<file path="config.mk">
export PLATFORM = sky130hd
export DESIGN_NAME = quantized_tanh_approx
export DESIGN_NICKNAME = d
export VERILOG_FILES = /design/src/hdl/qta_pkg.sv /design/src/hdl/qta_poly.sv /design/src/hdl/quantized_tanh_approx.sv
export SDC_FILE = /design/constraint.sdc
export NUM_CORES = 2
export LEC_CHECK = 0
export BUFFER_PORTS_ARGS = -buffer_cell sky130_fd_sc_hd__buf_2
export CAP_MARGIN = 40
export CORE_MARGIN = 2
export CORE_UTILIZATION = 67
export CTS_CLUSTER_SIZE = 24
export DETAILED_ROUTE_END_ITERATION = 6
export PLACE_DENSITY = 0.85
export SLEW_MARGIN = 5
export SYNTH_ARGS = -nofsm -noshare
export SYNTH_HDL_FRONTEND = slang
export SYNTH_HIERARCHICAL = 1
export SYNTH_SLANG_ARGS = --single-unit
</file>
<file path="constraint.sdc">
create_clock -name clk -period 13.44 [get_ports clk]
set_input_delay 2.688 -clock clk [delete_from_list [all_inputs] [get_ports clk]]
set_output_delay 2.688 -clock clk [all_outputs]
set_load 0.005 [all_outputs]
</file>
<file path="src/hdl/qta_pkg.sv">
// Shared constants, widths and register codes for the quantized tanh block.
`timescale 1ns / 1ps
package qta_pkg;

  // Number format of the sample and the result
  localparam int FRAC_BITS   = 16;
  localparam int IN_BITS     = 32;
  localparam int OUT_BITS    = 18;
  localparam int IN_TDATA_W  = ((IN_BITS + 7) / 8) * 8;
  localparam int OUT_TDATA_W = ((OUT_BITS + 7) / 8) * 8;

  // Configuration port
  localparam int CFG_IDX_W  = 2;
  localparam int CFG_DATA_W = 6;

  typedef enum logic [CFG_IDX_W-1:0] {
    CFG_QUANT_BITS = 2'd0,
    CFG_ROUND_MODE = 2'd1
  } cfg_idx_t;

  // Datapath widths
  localparam int MAG_W = IN_BITS + 1;           // magnitude plus rounding carry
  localparam int A1_W  = FRAC_BITS + 2;         // holds 2.0
  localparam int A2_W  = FRAC_BITS + 3;         // holds 4.0
  localparam int W1_W  = 2 * FRAC_BITS + 3;     // a1*(4 - a1), at most 2^(2F+2)
  localparam int W2_W  = 2 * FRAC_BITS + 5;     // a2*(8 - a2), at most 2^(2F+4)
  localparam int SUM_W = 2 * FRAC_BITS + 9;     // w1<<6 plus w2
  localparam int Q_W   = $clog2(FRAC_BITS + 1); // saturated fraction bit count
  localparam int SH_W  = $clog2(SUM_W);         // right shifts up to 2F+8

endpackage

</file>
<file path="src/hdl/qta_poly.sv">
// Quadratic terms: w1 = a1*(4 - a1) and w2 = a2*(8 - a2), both in fixed point.
`timescale 1ns / 1ps
module qta_poly (
  input  logic [qta_pkg::A1_W-1:0] a1,
  input  logic [qta_pkg::A2_W-1:0] a2,
  output logic [qta_pkg::W1_W-1:0] w1,
  output logic [qta_pkg::W2_W-1:0] w2
);

  logic [2*qta_pkg::A1_W-1:0] sq1;
  logic [2*qta_pkg::A2_W-1:0] sq2;
  logic [2*qta_pkg::A1_W-1:0] lin1;
  logic [2*qta_pkg::A2_W-1:0] lin2;
  logic [2*qta_pkg::A1_W-1:0] dif1;
  logic [2*qta_pkg::A2_W-1:0] dif2;

  assign sq1  = a1 * a1;
  assign sq2  = a2 * a2;
  // 4 and 8 scaled by 2^F: a1 << (F+2), a2 << (F+3)
  assign lin1 = {a1, (qta_pkg::A1_W)'(0)} >> (qta_pkg::A1_W - qta_pkg::FRAC_BITS - 2);
  assign lin2 = {a2, (qta_pkg::A2_W)'(0)} >> (qta_pkg::A2_W - qta_pkg::FRAC_BITS - 3);
  assign dif1 = lin1 - sq1;
  assign dif2 = lin2 - sq2;
  assign w1   = dif1[qta_pkg::W1_W-1:0];
  assign w2   = dif2[qta_pkg::W2_W-1:0];

endmodule

</file>
<file path="src/hdl/quantized_tanh_approx.sv">
// Top level of the piecewise-quadratic tanh activation with optional quantization.
`timescale 1ns / 1ps
// Piecewise-quadratic tanh activation, one sample per item, no state between
// items. Each item goes through four registers: the input register, a
// magnitude stage (sign split, optional quantization of the magnitude, clips
// at 2 and 4), a product stage (the two squarers) and the result register,
// which also does the per-term rounding, the sum and the sign restore.
// out_tvalid rises once an accepted item has reached the result register,
// after the magnitude and product registers. One item per clock
// is sustained: every stage moves whenever the stage after it is empty or
// moving, so in_tready stays high while out_tready is high.
// Stalls ripple back combinationally from out_tready to in_tready.
// Configuration: index 0 is quant_bits (6-bit signed; negative disables
// quantization, values above the fraction width saturate), index 1 is
// round_mode (0 floor, 1 round half up). cfg_ready is always high; write only
// while no item is in flight. Reset gives quant_bits = -1, round_mode = 0.
module quantized_tanh_approx (
  input  logic                              clk,
  input  logic                              rst_n,
  input  logic                              in_tvalid,
  output logic                              in_tready,
  input  logic [qta_pkg::IN_TDATA_W-1:0]    in_tdata,   // [31:0] x_value
  output logic                              out_tvalid,
  input  logic                              out_tready,
  output logic [qta_pkg::OUT_TDATA_W-1:0]   out_tdata,  // [17:0] y_value, rest zero
  input  logic                              cfg_valid,
  output logic                              cfg_ready,
  input  logic [qta_pkg::CFG_IDX_W-1:0]     cfg_index,
  input  logic [qta_pkg::CFG_DATA_W-1:0]    cfg_data
);

  localparam int F = qta_pkg::FRAC_BITS;

  // Configuration registers
  logic [qta_pkg::CFG_DATA_W-1:0] qbits_r;
  logic                           round_r;

  // Pipeline registers
  logic                          v_in_r, v_cl_r, v_pr_r, out_valid_r;
  logic [qta_pkg::IN_BITS-1:0]   x_r;
  logic                          neg_cl_r, neg_pr_r;
  logic [qta_pkg::A1_W-1:0]      a1_r;
  logic [qta_pkg::A2_W-1:0]      a2_r;
  logic [qta_pkg::W1_W-1:0]      w1_r;
  logic [qta_pkg::W2_W-1:0]      w2_r;
  logic [qta_pkg::OUT_BITS-1:0]  y_r;

  // Handshake
  logic in_acc, ld_cl, ld_pr, ld_out;

  assign ld_out    = v_pr_r && (!out_valid_r || out_tready);
  assign ld_pr     = v_cl_r && (!v_pr_r || ld_out);
  assign ld_cl     = v_in_r && (!v_cl_r || ld_pr);
  assign in_tready = !v_in_r || ld_cl;
  assign in_acc    = in_tvalid && in_tready;
  assign cfg_ready = 1'b1;

  // Quantization settings; the user must hold them steady while items are in flight (not enforced here)
  logic                   quant_en;
  logic [qta_pkg::Q_W-1:0] q;
  logic [qta_pkg::Q_W-1:0] s;
  logic                   hu;

  assign quant_en = !qbits_r[qta_pkg::CFG_DATA_W-1];
  assign hu       = round_r;
  always_comb begin
    if ($signed(qbits_r) > $signed((qta_pkg::CFG_DATA_W)'(F)))
      q = (qta_pkg::Q_W)'(F);
    else
      q = qbits_r[qta_pkg::Q_W-1:0];
  end
  assign s = (qta_pkg::Q_W)'(F) - q;

  // Magnitude stage
  logic [qta_pkg::IN_BITS-1:0] mag;
  logic [qta_pkg::MAG_W-1:0]   half_m, mag_rnd, mag_mask, mag_sel;
  logic [qta_pkg::A1_W-1:0]    a1_nxt;
  logic [qta_pkg::A2_W-1:0]    a2_nxt;
  localparam logic [qta_pkg::MAG_W-1:0] TWO  = (qta_pkg::MAG_W)'(2) << F;
  localparam logic [qta_pkg::MAG_W-1:0] FOUR = (qta_pkg::MAG_W)'(4) << F;

  // most negative sample negates onto itself, read as unsigned 2^(IN-1)
  assign mag      = x_r[qta_pkg::IN_BITS-1] ? (~x_r + 1'b1) : x_r;
  assign half_m   = (hu && (s != '0)) ? ((qta_pkg::MAG_W)'(1) << (s - 1'b1)) : '0;
  assign mag_rnd  = {1'b0, mag} + half_m;
  assign mag_mask = ~(((qta_pkg::MAG_W)'(1) << s) - 1'b1);
  assign mag_sel  = quant_en ? (mag_rnd & mag_mask) : {1'b0, mag};
  assign a1_nxt   = (mag_sel > TWO)  ? TWO[qta_pkg::A1_W-1:0]  : mag_sel[qta_pkg::A1_W-1:0];
  assign a2_nxt   = (mag_sel > FOUR) ? FOUR[qta_pkg::A2_W-1:0] : mag_sel[qta_pkg::A2_W-1:0];

  // Product stage
  logic [qta_pkg::W1_W-1:0] w1_nxt;
  logic [qta_pkg::W2_W-1:0] w2_nxt;

  qta_poly u_poly (
    .a1 (a1_r),
    .a2 (a2_r),
    .w1 (w1_nxt),
    .w2 (w2_nxt)
  );

  // Result stage: y1 is scaled by 2^(2F+2), y2 by 2^(2F+8)
  logic [qta_pkg::SH_W-1:0]     sh1, sh2;
  logic [qta_pkg::SUM_W-1:0]    rnd1, rnd2, r1, r2, yq, yn, ysel;
  logic [qta_pkg::OUT_BITS-1:0] y_mag, y_nxt;

  assign sh1  = (qta_pkg::SH_W)'(2 * F + 2) - (qta_pkg::SH_W)'(q);
  assign sh2  = (qta_pkg::SH_W)'(2 * F + 8) - (qta_pkg::SH_W)'(q);
  assign rnd1 = hu ? ((qta_pkg::SUM_W)'(1) << (sh1 - 1'b1)) : '0;
  assign rnd2 = hu ? ((qta_pkg::SUM_W)'(1) << (sh2 - 1'b1)) : '0;
  assign r1   = ((qta_pkg::SUM_W)'(w1_r) + rnd1) >> sh1;
  assign r2   = ((qta_pkg::SUM_W)'(w2_r) + rnd2) >> sh2;
  assign yq   = (r1 + r2) << s;
  // unquantized: exact sum floored to F fraction bits
  assign yn   = (((qta_pkg::SUM_W)'(w1_r) << 6) + (qta_pkg::SUM_W)'(w2_r)) >> (F + 8);
  assign ysel  = quant_en ? yq : yn;
  assign y_mag = ysel[qta_pkg::OUT_BITS-1:0];
  assign y_nxt = neg_pr_r ? (~y_mag + 1'b1) : y_mag;

  // Control and configuration registers
  always_ff @(posedge clk) begin
    if (!rst_n) begin
      qbits_r     <= '1;
      round_r     <= 1'b0;
      v_in_r      <= 1'b0;
      v_cl_r      <= 1'b0;
      v_pr_r      <= 1'b0;
      out_valid_r <= 1'b0;
    end else begin
      if (cfg_valid && cfg_ready) begin
        unique case (cfg_index)
          qta_pkg::CFG_QUANT_BITS: qbits_r <= cfg_data;
          qta_pkg::CFG_ROUND_MODE: round_r <= cfg_data[0];
          default: ;
        endcase
      end
      if (in_acc)     v_in_r <= 1'b1;
      else if (ld_cl) v_in_r <= 1'b0;
      if (ld_cl)      v_cl_r <= 1'b1;
      else if (ld_pr) v_cl_r <= 1'b0;
      if (ld_pr)       v_pr_r <= 1'b1;
      else if (ld_out) v_pr_r <= 1'b0;
      if (ld_out)          out_valid_r <= 1'b1;
      else if (out_tready) out_valid_r <= 1'b0;
    end
  end

  // Payload registers
  always_ff @(posedge clk) begin
    if (in_acc) x_r <= in_tdata[qta_pkg::IN_BITS-1:0];
    if (ld_cl) begin
      neg_cl_r <= x_r[qta_pkg::IN_BITS-1];
      a1_r     <= a1_nxt;
      a2_r     <= a2_nxt;
    end
    if (ld_pr) begin
      neg_pr_r <= neg_cl_r;
      w1_r     <= w1_nxt;
      w2_r     <= w2_nxt;
    end
    if (ld_out) y_r <= y_nxt;
  end

  assign out_tvalid = out_valid_r;
  assign out_tdata  = (qta_pkg::OUT_TDATA_W)'(y_r);

`ifndef SYNTHESIS
  // an item leaving the magnitude stage always lands in the product stage
  a_cl_to_pr: assert property (@(posedge clk) disable iff (!rst_n)
    ld_pr |=> v_pr_r)
    else $error("product stage lost an item");

  // clipped magnitudes stay within 2 and 4, and a1 never exceeds a2
  a_clip: assert property (@(posedge clk) disable iff (!rst_n)
    v_cl_r |-> ((a1_r <= TWO[qta_pkg::A1_W-1:0]) && (a2_r <= FOUR[qta_pkg::A2_W-1:0])
                && ((qta_pkg::A2_W)'(a1_r) <= a2_r)))
    else $error("clipped magnitude out of range");

  // a full, stalled pipeline must refuse new items
  a_full_stall: assert property (@(posedge clk) disable iff (!rst_n)
    (v_in_r && v_cl_r && v_pr_r && out_valid_r && !out_tready) |-> !in_tready)
    else $error("input taken while pipeline full");

  // a taken result with nothing behind it empties the result register
  a_drain: assert property (@(posedge clk) disable iff (!rst_n)
    (out_valid_r && out_tready && !v_pr_r) |=> !out_valid_r)
    else $error("result repeated");
`endif

endmodule
</file>
# Word-level counts from Yosys, hierarchy flattened
# Cells that the tools add are included.
classes:
  mul: 2
  addsub: 16
  n_mux: 16
  div: 0
  n_eq_ne: 1
  shifts: 7
  n_bitwise: 4
  reduce_logical: 21
  n_lt_le_gt_ge: 3
op_table:
  columns: ["operator", "n"]
  rows:
  - ["$mux W41", 2]
  - ["$shl A1 B6 Y41 const A", 2]
  - ["$shr A41 B6 Y41", 2]
  - ["$mux W33", 2]
  - ["$shl A1 B5 Y33 const A", 2]
  - ["$add A35 B41 Y41", 1]
  - ["$add A37 B41 Y41", 1]
  - ["$add A41 B37 Y41", 1]
  - ["$add A41 B41 Y41", 1]
  - ["$shl A41 B5 Y18", 1]
  - ["$mul A19 B19 Y37", 1]
  - ["$sub A37 B37 Y37", 1]
  - ["$mux W18", 2]
  - ["$mul A18 B18 Y35", 1]
  - ["$sub A35 B35 Y35", 1]
  - ["$add A32 B33 Y33", 1]
  - ["$and A33 B33 Y33", 1]
  - ["$gt A33 B18 Y1 const B", 1]
  - ["$gt A33 B19 Y1 const B", 1]
  - ["$not A33 Y33", 1]
  - ["$sub A33 B1 Y33 const B", 1]
  - ["$add A32 B1 Y32 const B", 1]
  - ["$mux W32", 1]
  - ["$not A32 Y32", 1]
  - ["17 further kinds", 40]
word_totals:
  word_cells: 84
  latch_bits: 0
  reg_bits: 172
  mem_bits_ro: 0
  ram_bits: 0
  inputBits: 45
  out_inout_bits: 27
  n_memories: 0

# Depth between registers and ports, before layout
depth:
  word_depth: 14
  depth_mapped: 53
  depth_no_buf: 43

# Cells and area by module
# Netlist, hierarchy kept.
by_module_without_submodules:
  columns: ["module", "cells_per_inst", "n_inst", "area_each_um2", "seq_area_each_um2"]
  rows:
  - ["quantized_tanh_approx", 2853, 1, 21969.8, 5054.8]
  - ["qta_poly", 2375, 1, 21036.4, 0.0]

# Worst setup path before layout
# No wires, ideal clock.
synth_path:
  kind: "reg2reg"
  start: "register qbits_r[4] (netlist bit)"
  end: "register y_r[17] (netlist bit), data pin"
  n_path_buf: 11
  required_ns: 13.178
  setup_time_ns: 0.262
  synth_period_minus_slack_ns: 11.469
  setup_slack_ns: 1.971
  arrival_ns: 11.207
  stages_incl_launch_ff: 51
  cell_sequence: "dfxtp_1 > buf_2 > nand2b_1 > and2_1 > buf_2 > inv_2 > buf_2 > buf_1 > buf_2 > buf_1 > clkbuf_1 > clkbuf_1 > ha_1 > clkbuf_1 > a21o_1 > mux2i_1 > clkbuf_1 > xnor2_1 > (+15 left out) > a21oi_1 > a211oi_1 > a21oi_1 > o32ai_1 > ha_1 > and2_1 > a221oi_1 > nand2_1 > a311oi_1 > xor2_1 > mux4_2 > o221ai_1 > a22oi_1 > nand4_1 > nand4b_1 > or3_1 > o31ai_1 > xnor2_1"
synth_between:
  elab_chain_len: 14
  word_cells_on_any_way: 21
synth_rtl:
  columns: ["element", "line_no", "text"]
  rows:
  - ["from (decl)", "quantized_tanh_approx.sv:35", "logic [qta_pkg::CFG_DATA_W-1:0] qbits_r;"]
  - ["from (signal assigned)", "quantized_tanh_approx.sv:132", "qta_pkg::CFG_QUANT_BITS: qbits_r <= cfg_data;"]
  - ["$gt A6 B6 Y1", "quantized_tanh_approx.sv:67", "if ($signed(qbits_r) > $signed((qta_pkg::CFG_DATA_W)'(F)))"]
  - ["$mux W5 *", "quantized_tanh_approx.sv:67", null]
  - ["$sub A6 B5 Y6 (on tied branches)", "quantized_tanh_approx.sv:107, quantized_tanh_approx.sv:108", null]
  - ["$sub A6 B1 Y6 (on tied branches)", "quantized_tanh_approx.sv:109, quantized_tanh_approx.sv:110", null]
  - ["$shl A1 B6 Y41 (on tied branches)", "quantized_tanh_approx.sv:109, quantized_tanh_approx.sv:110", null]
  - ["$mux W41 (on tied branches)", "quantized_tanh_approx.sv:109, quantized_tanh_approx.sv:110", null]
  - ["$add A35 B41 Y41 / $add A37 B41 Y41 (equally long branches)", "quantized_tanh_approx.sv:111, quantized_tanh_approx.sv:112", null]
  - ["$shr A41 B6 Y41 (on tied branches)", "quantized_tanh_approx.sv:111, quantized_tanh_approx.sv:112", null]
  - ["$add A41 B41 Y41", "quantized_tanh_approx.sv:113", "assign yq = (r1 + r2) << s;"]
  - ["$shl A41 B5 Y18 *", "quantized_tanh_approx.sv:113", null]
  - ["$mux W18 *", "quantized_tanh_approx.sv:116", "assign ysel = quant_en ? yq : yn;"]
  - ["$not A18 Y18", "quantized_tanh_approx.sv:118", "assign y_nxt = neg_pr_r ? (~y_mag + 1'b1) : y_mag;"]
  - ["$add A18 B1 Y18", "quantized_tanh_approx.sv:118", null]
  - ["$mux W18 *", "quantized_tanh_approx.sv:118", null]
  - ["via y_nxt, one bit", "quantized_tanh_approx.sv:105", "logic [qta_pkg::OUT_BITS-1:0] y_mag, y_nxt;"]
  - ["to (signal assigned)", "quantized_tanh_approx.sv:161", "if (ld_out) y_r <= y_nxt;"]
  - ["to (decl)", "quantized_tanh_approx.sv:46", "logic [qta_pkg::OUT_BITS-1:0] y_r;"]
# The timed path passes the listed nets; every way through them passes the cells marked *.
# A chain may end at the register's enable or synchronous reset.

# Worst setup path after layout
layout_path:
  start: "register qbits_r[5] (netlist bit)"
  end: "register y_r[17] (netlist bit), data pin"
layout_between:
  elab_chain_len: 14
  word_cells_on_any_way: 21
layout_rtl:
  columns: ["element", "line_no"]
  rows:
  - ["$gt A6 B6 Y1", "quantized_tanh_approx.sv:67"]
  - ["$mux W5", "quantized_tanh_approx.sv:67"]
  - ["$sub A6 B5 Y6 (on tied branches)", "quantized_tanh_approx.sv:107, quantized_tanh_approx.sv:108"]
  - ["$sub A6 B1 Y6 (on tied branches)", "quantized_tanh_approx.sv:109, quantized_tanh_approx.sv:110"]
  - ["$shl A1 B6 Y41 (on tied branches)", "quantized_tanh_approx.sv:109, quantized_tanh_approx.sv:110"]
  - ["$mux W41 (on tied branches)", "quantized_tanh_approx.sv:109, quantized_tanh_approx.sv:110"]
  - ["$add A35 B41 Y41 / $add A37 B41 Y41 (equally long branches)", "quantized_tanh_approx.sv:111, quantized_tanh_approx.sv:112"]
  - ["$shr A41 B6 Y41 (on tied branches)", "quantized_tanh_approx.sv:111, quantized_tanh_approx.sv:112"]
  - ["$add A41 B41 Y41", "quantized_tanh_approx.sv:113"]
  - ["$shl A41 B5 Y18", "quantized_tanh_approx.sv:113"]
  - ["$mux W18 *", "quantized_tanh_approx.sv:116"]
  - ["$not A18 Y18", "quantized_tanh_approx.sv:118"]
  - ["$add A18 B1 Y18", "quantized_tanh_approx.sv:118"]
  - ["$mux W18 *", "quantized_tanh_approx.sv:118"]
  - ["via y_nxt, one bit", "quantized_tanh_approx.sv:105"]
# Marks and branches as above.

==> results.yml <==
run_status:
  status: "complete, but fails checks"
  violations: "design-rule violations"
sta:
  skew_ns: 0.0257
  setup_slack_ns: 1.32
  relSlewSlack_pct: 31.7
  fin_crit_ns: 12.12
  setup_violations: 0
  max_slew.worst_pin.slew_ns: 1.02
  min_period_over_period_pct: 90.2
  hold_violations: 0
  fmax_mhz: 82.5
  rsz0062_at_grt: "false"
  setup_tns_ns: 0
  finalMaxSlewViolations: 0
synth:
  synthAdderAreaFrac_pct: 36.9
  synth_cells: 5228
  syn_area_um2: 43000
  postSynthAreaPerCell_um2: 8.23
  yosys.area_share.simple_pct: 16.3
  synth_mux_area_share_pct: 3.04
  synth_seq_cells: 172
  synth_compound_area_share_pct: 17.3
  async_flop_share_pct: 0
  synth_xor_area_share_pct: 5.19
  ys.flop_type: "edfxtp_1"
  synth_top_family_by_area: "adder cells"
  ys_seq_area_share_pct: 11.8
  ys_warn_count: 6
  synthDistinctLibCells: 103
  synth_edf_count: 161
finish:
  nets: 6142
  layout_commonest_cell: "inv_1"
  syn_to_final_growth_pct: 4.02
  drive_gt1_share_pct: 4.98
  final_cell_mix: "inv_1 (823), nand2_1 (586), fa_1 (528)"
  stdcell_count: 6004
  nFillCells: 4848
  fin_area_um2: 44700
placement:
  place_inst: 5968
  place_hpwl_um: 113000
  port_buffers: 64
  gp_congestion: 1.03
  placed_area_um2: 44100
  dpl_worst_slack_ns: 1.72
routing:
  wl_met3_um: 14200
  wl_met1_um: 53800
  via_per_inst: 6.45
  highest_layer: "met4"
  drt_first_pass_iters: 7
  wl_um: 138000
  met2WireLength_um: 62300
  vias: 38700
  ant_nets: 0
  wl_per_cell_um: 23.0
  drtIter0Drc: 4013
  drcViolationCount: 21
floorplan:
  die_h_um: 257
  start_util_pct: 67.9
  pin_count: 72
  die_area_um2: 66200
  fp-row-count: 92
  fp.dieW_um: 257
  core_um2: 63300
clock_tree:
  clock_sinks: 172
  clk_latency_ns: 0.49
  tritoncts: "done"
  ctsRootBufferMaster: "clkbuf_16"
  cts-hold-fix-buffers: 0
  cts_buffers: 17
  postCtsSetupBuffers: 0
  htreeDepth: 4
  cts.path.max_buffers: 2
  clk_pin_slew_ns: 0.09
  ctsResizeCount: 0
global_route:
  grt_start_max_net_pins: 71
  grt_use_total_pct: 41.8
  grt_pass1_wl_um: 214000
  grt_pass1_vias: 38000
  antenna_found_initial: 0
  grt_overflow: 0
setup_path:
  critPathBufInv: 3
  required_ns: 13.67
  path_max_fanout: 12
  worst_ep_arrival_time_ns: 12.36
  cp_slowest_stage_delay_ns: 0.90
  critPathLaunchType: "flip-flop"
  slowest_stage: "a2111oi_1"
  cp-end-kind: "flip-flop"
  path_class: "reg -> reg"
  critical_path.top_delay_family: "compound AO/OA/AOI/OAI gates"
hold_path:
  min_path_type: "reg -> reg"
pwr:
  p_leak_nw: 20.9
  powerDensity_nw_per_um2: 273
  ir_drop_uv: 323
run:
  maxCapViolCount: 0
registers in the layout, summed over array words and instances, names as in the netlist:
register	cells
x_r	32
a2_r	19
neg_cl_r	1
out_tvalid	1
qbits_r	6
v_in_r	1
y_r	18
hu	1
neg_pr_r	1
v_cl_r	1
w1_r	35
v_pr_r	1
a1_r	18
w2_r	37
power by group:
group / internal, mW / leakage (nW) / total [mW] / switching [mW]
clock: 0.262 / 0.279 / 0.511 / 0.249
combinational: 4.06 / 19.0 / 10.4 / 6.35
sequential: 1.12 / 1.59 / 1.29 / 0.171
total: 5.44 / 20.9 / 12.2 / 6.77
through the flow:
| stage | power (mW) | utilization (%) | hold slack [ns] |
|---|---|---|---|
| 2_1_floorplan | 8.71 | - | 0.400 |
| 3_3_place_gp | 11.1 | 69.4 | 0.409 |
| 3_5_place_dp | 11.3 | 69.7 | 0.427 |
| 4_1_cts | 11.9 | 70.6 | 0.449 |
| 5_1_grt | 13.2 | 70.7 | 0.452 |
| 6_report | 12.2 | 70.7 | 0.460 |
final timing paths:
kind               from  endpoint  slack (ns)  depth (start not counted)
max          qbits_r[5]   y_r[17]        1.32                         41
min            neg_cl_r  neg_pr_r        0.46                          0
max reg2reg  qbits_r[5]   y_r[17]        1.32                         41
min reg2reg    neg_cl_r  neg_pr_r        0.46                          0
metal layers:
layer	track usage [%]	up-vias
li1	-	17500
met1	55.6	18500
met2	65.6	2253
met3	7.92	461
met4	21.2	0
met5	0	-
area by class of cell:
cell class / count / area (µm²) / area share [%]
well taps: 846 / 1060 / 2.37
clock inverters: 14 / 156 / 0.350
repair buffers: 139 / 970 / 2.17
clock buffers: 18 / 429 / 0.959
multi-input cells: 3988 / 34000 / 75.9
inverters: 826 / 3100 / 6.94
flip-flops and latches: 172 / 5060 / 11.3
diodes: 1 / 2.50 / 0.00559
logic make-up after synthesis:
| family | count (synthesis) |
|---|---|
| AND/OR/NAND/NOR | 1526 |
| AO/OA/AOI/OAI | 1124 |
| buffers and inverters | 1073 |
| adder cells (fa/ha/maj) | 953 |
| XOR/XNOR | 255 |
| flip-flops | 172 |
| multiplexers | 123 |
| other | 2 |
worst register-to-register path, delay by kind of cell, from the launching register on:
kind | cells | cell delay, ns
and+or+nand+nor | 15 | 4.29
xor gates and xnor gates | 2 | 0.30
DFF | 1 | 0.34
AOI/OAI and AO/OA | 14 | 4.72
muxes | 2 | 0.41
adders and majority gates | 5 | 1.65
buffers and inverters | 3 | 0.18
cell usage after synthesis (28+ instances only):
master	instances	area, µm²
xnor2_1	154	1350
mux2i_1	99	991
o21ai_0	222	1110
a211oi_1	68	510
a21o_1	97	728
nand3_1	88	440
and3_1	44	275
xor2_1	101	885
o21bai_1	28	210
clkbuf_1	205	769
fa_1	528	10600
nand4_1	35	219
a21oi_1	286	1430
a31oi_1	53	332
nor3_1	90	450
o211ai_1	68	510
o21a_1	38	285
ha_1	425	5320
and2_1	76	475
or3_1	30	188
inv_1	823	3090
nor2_1	408	1530
edfxtp_1	161	4830
o31ai_1	37	278
nand2_1	587	2200
Power figures use the tool's default switching activity.
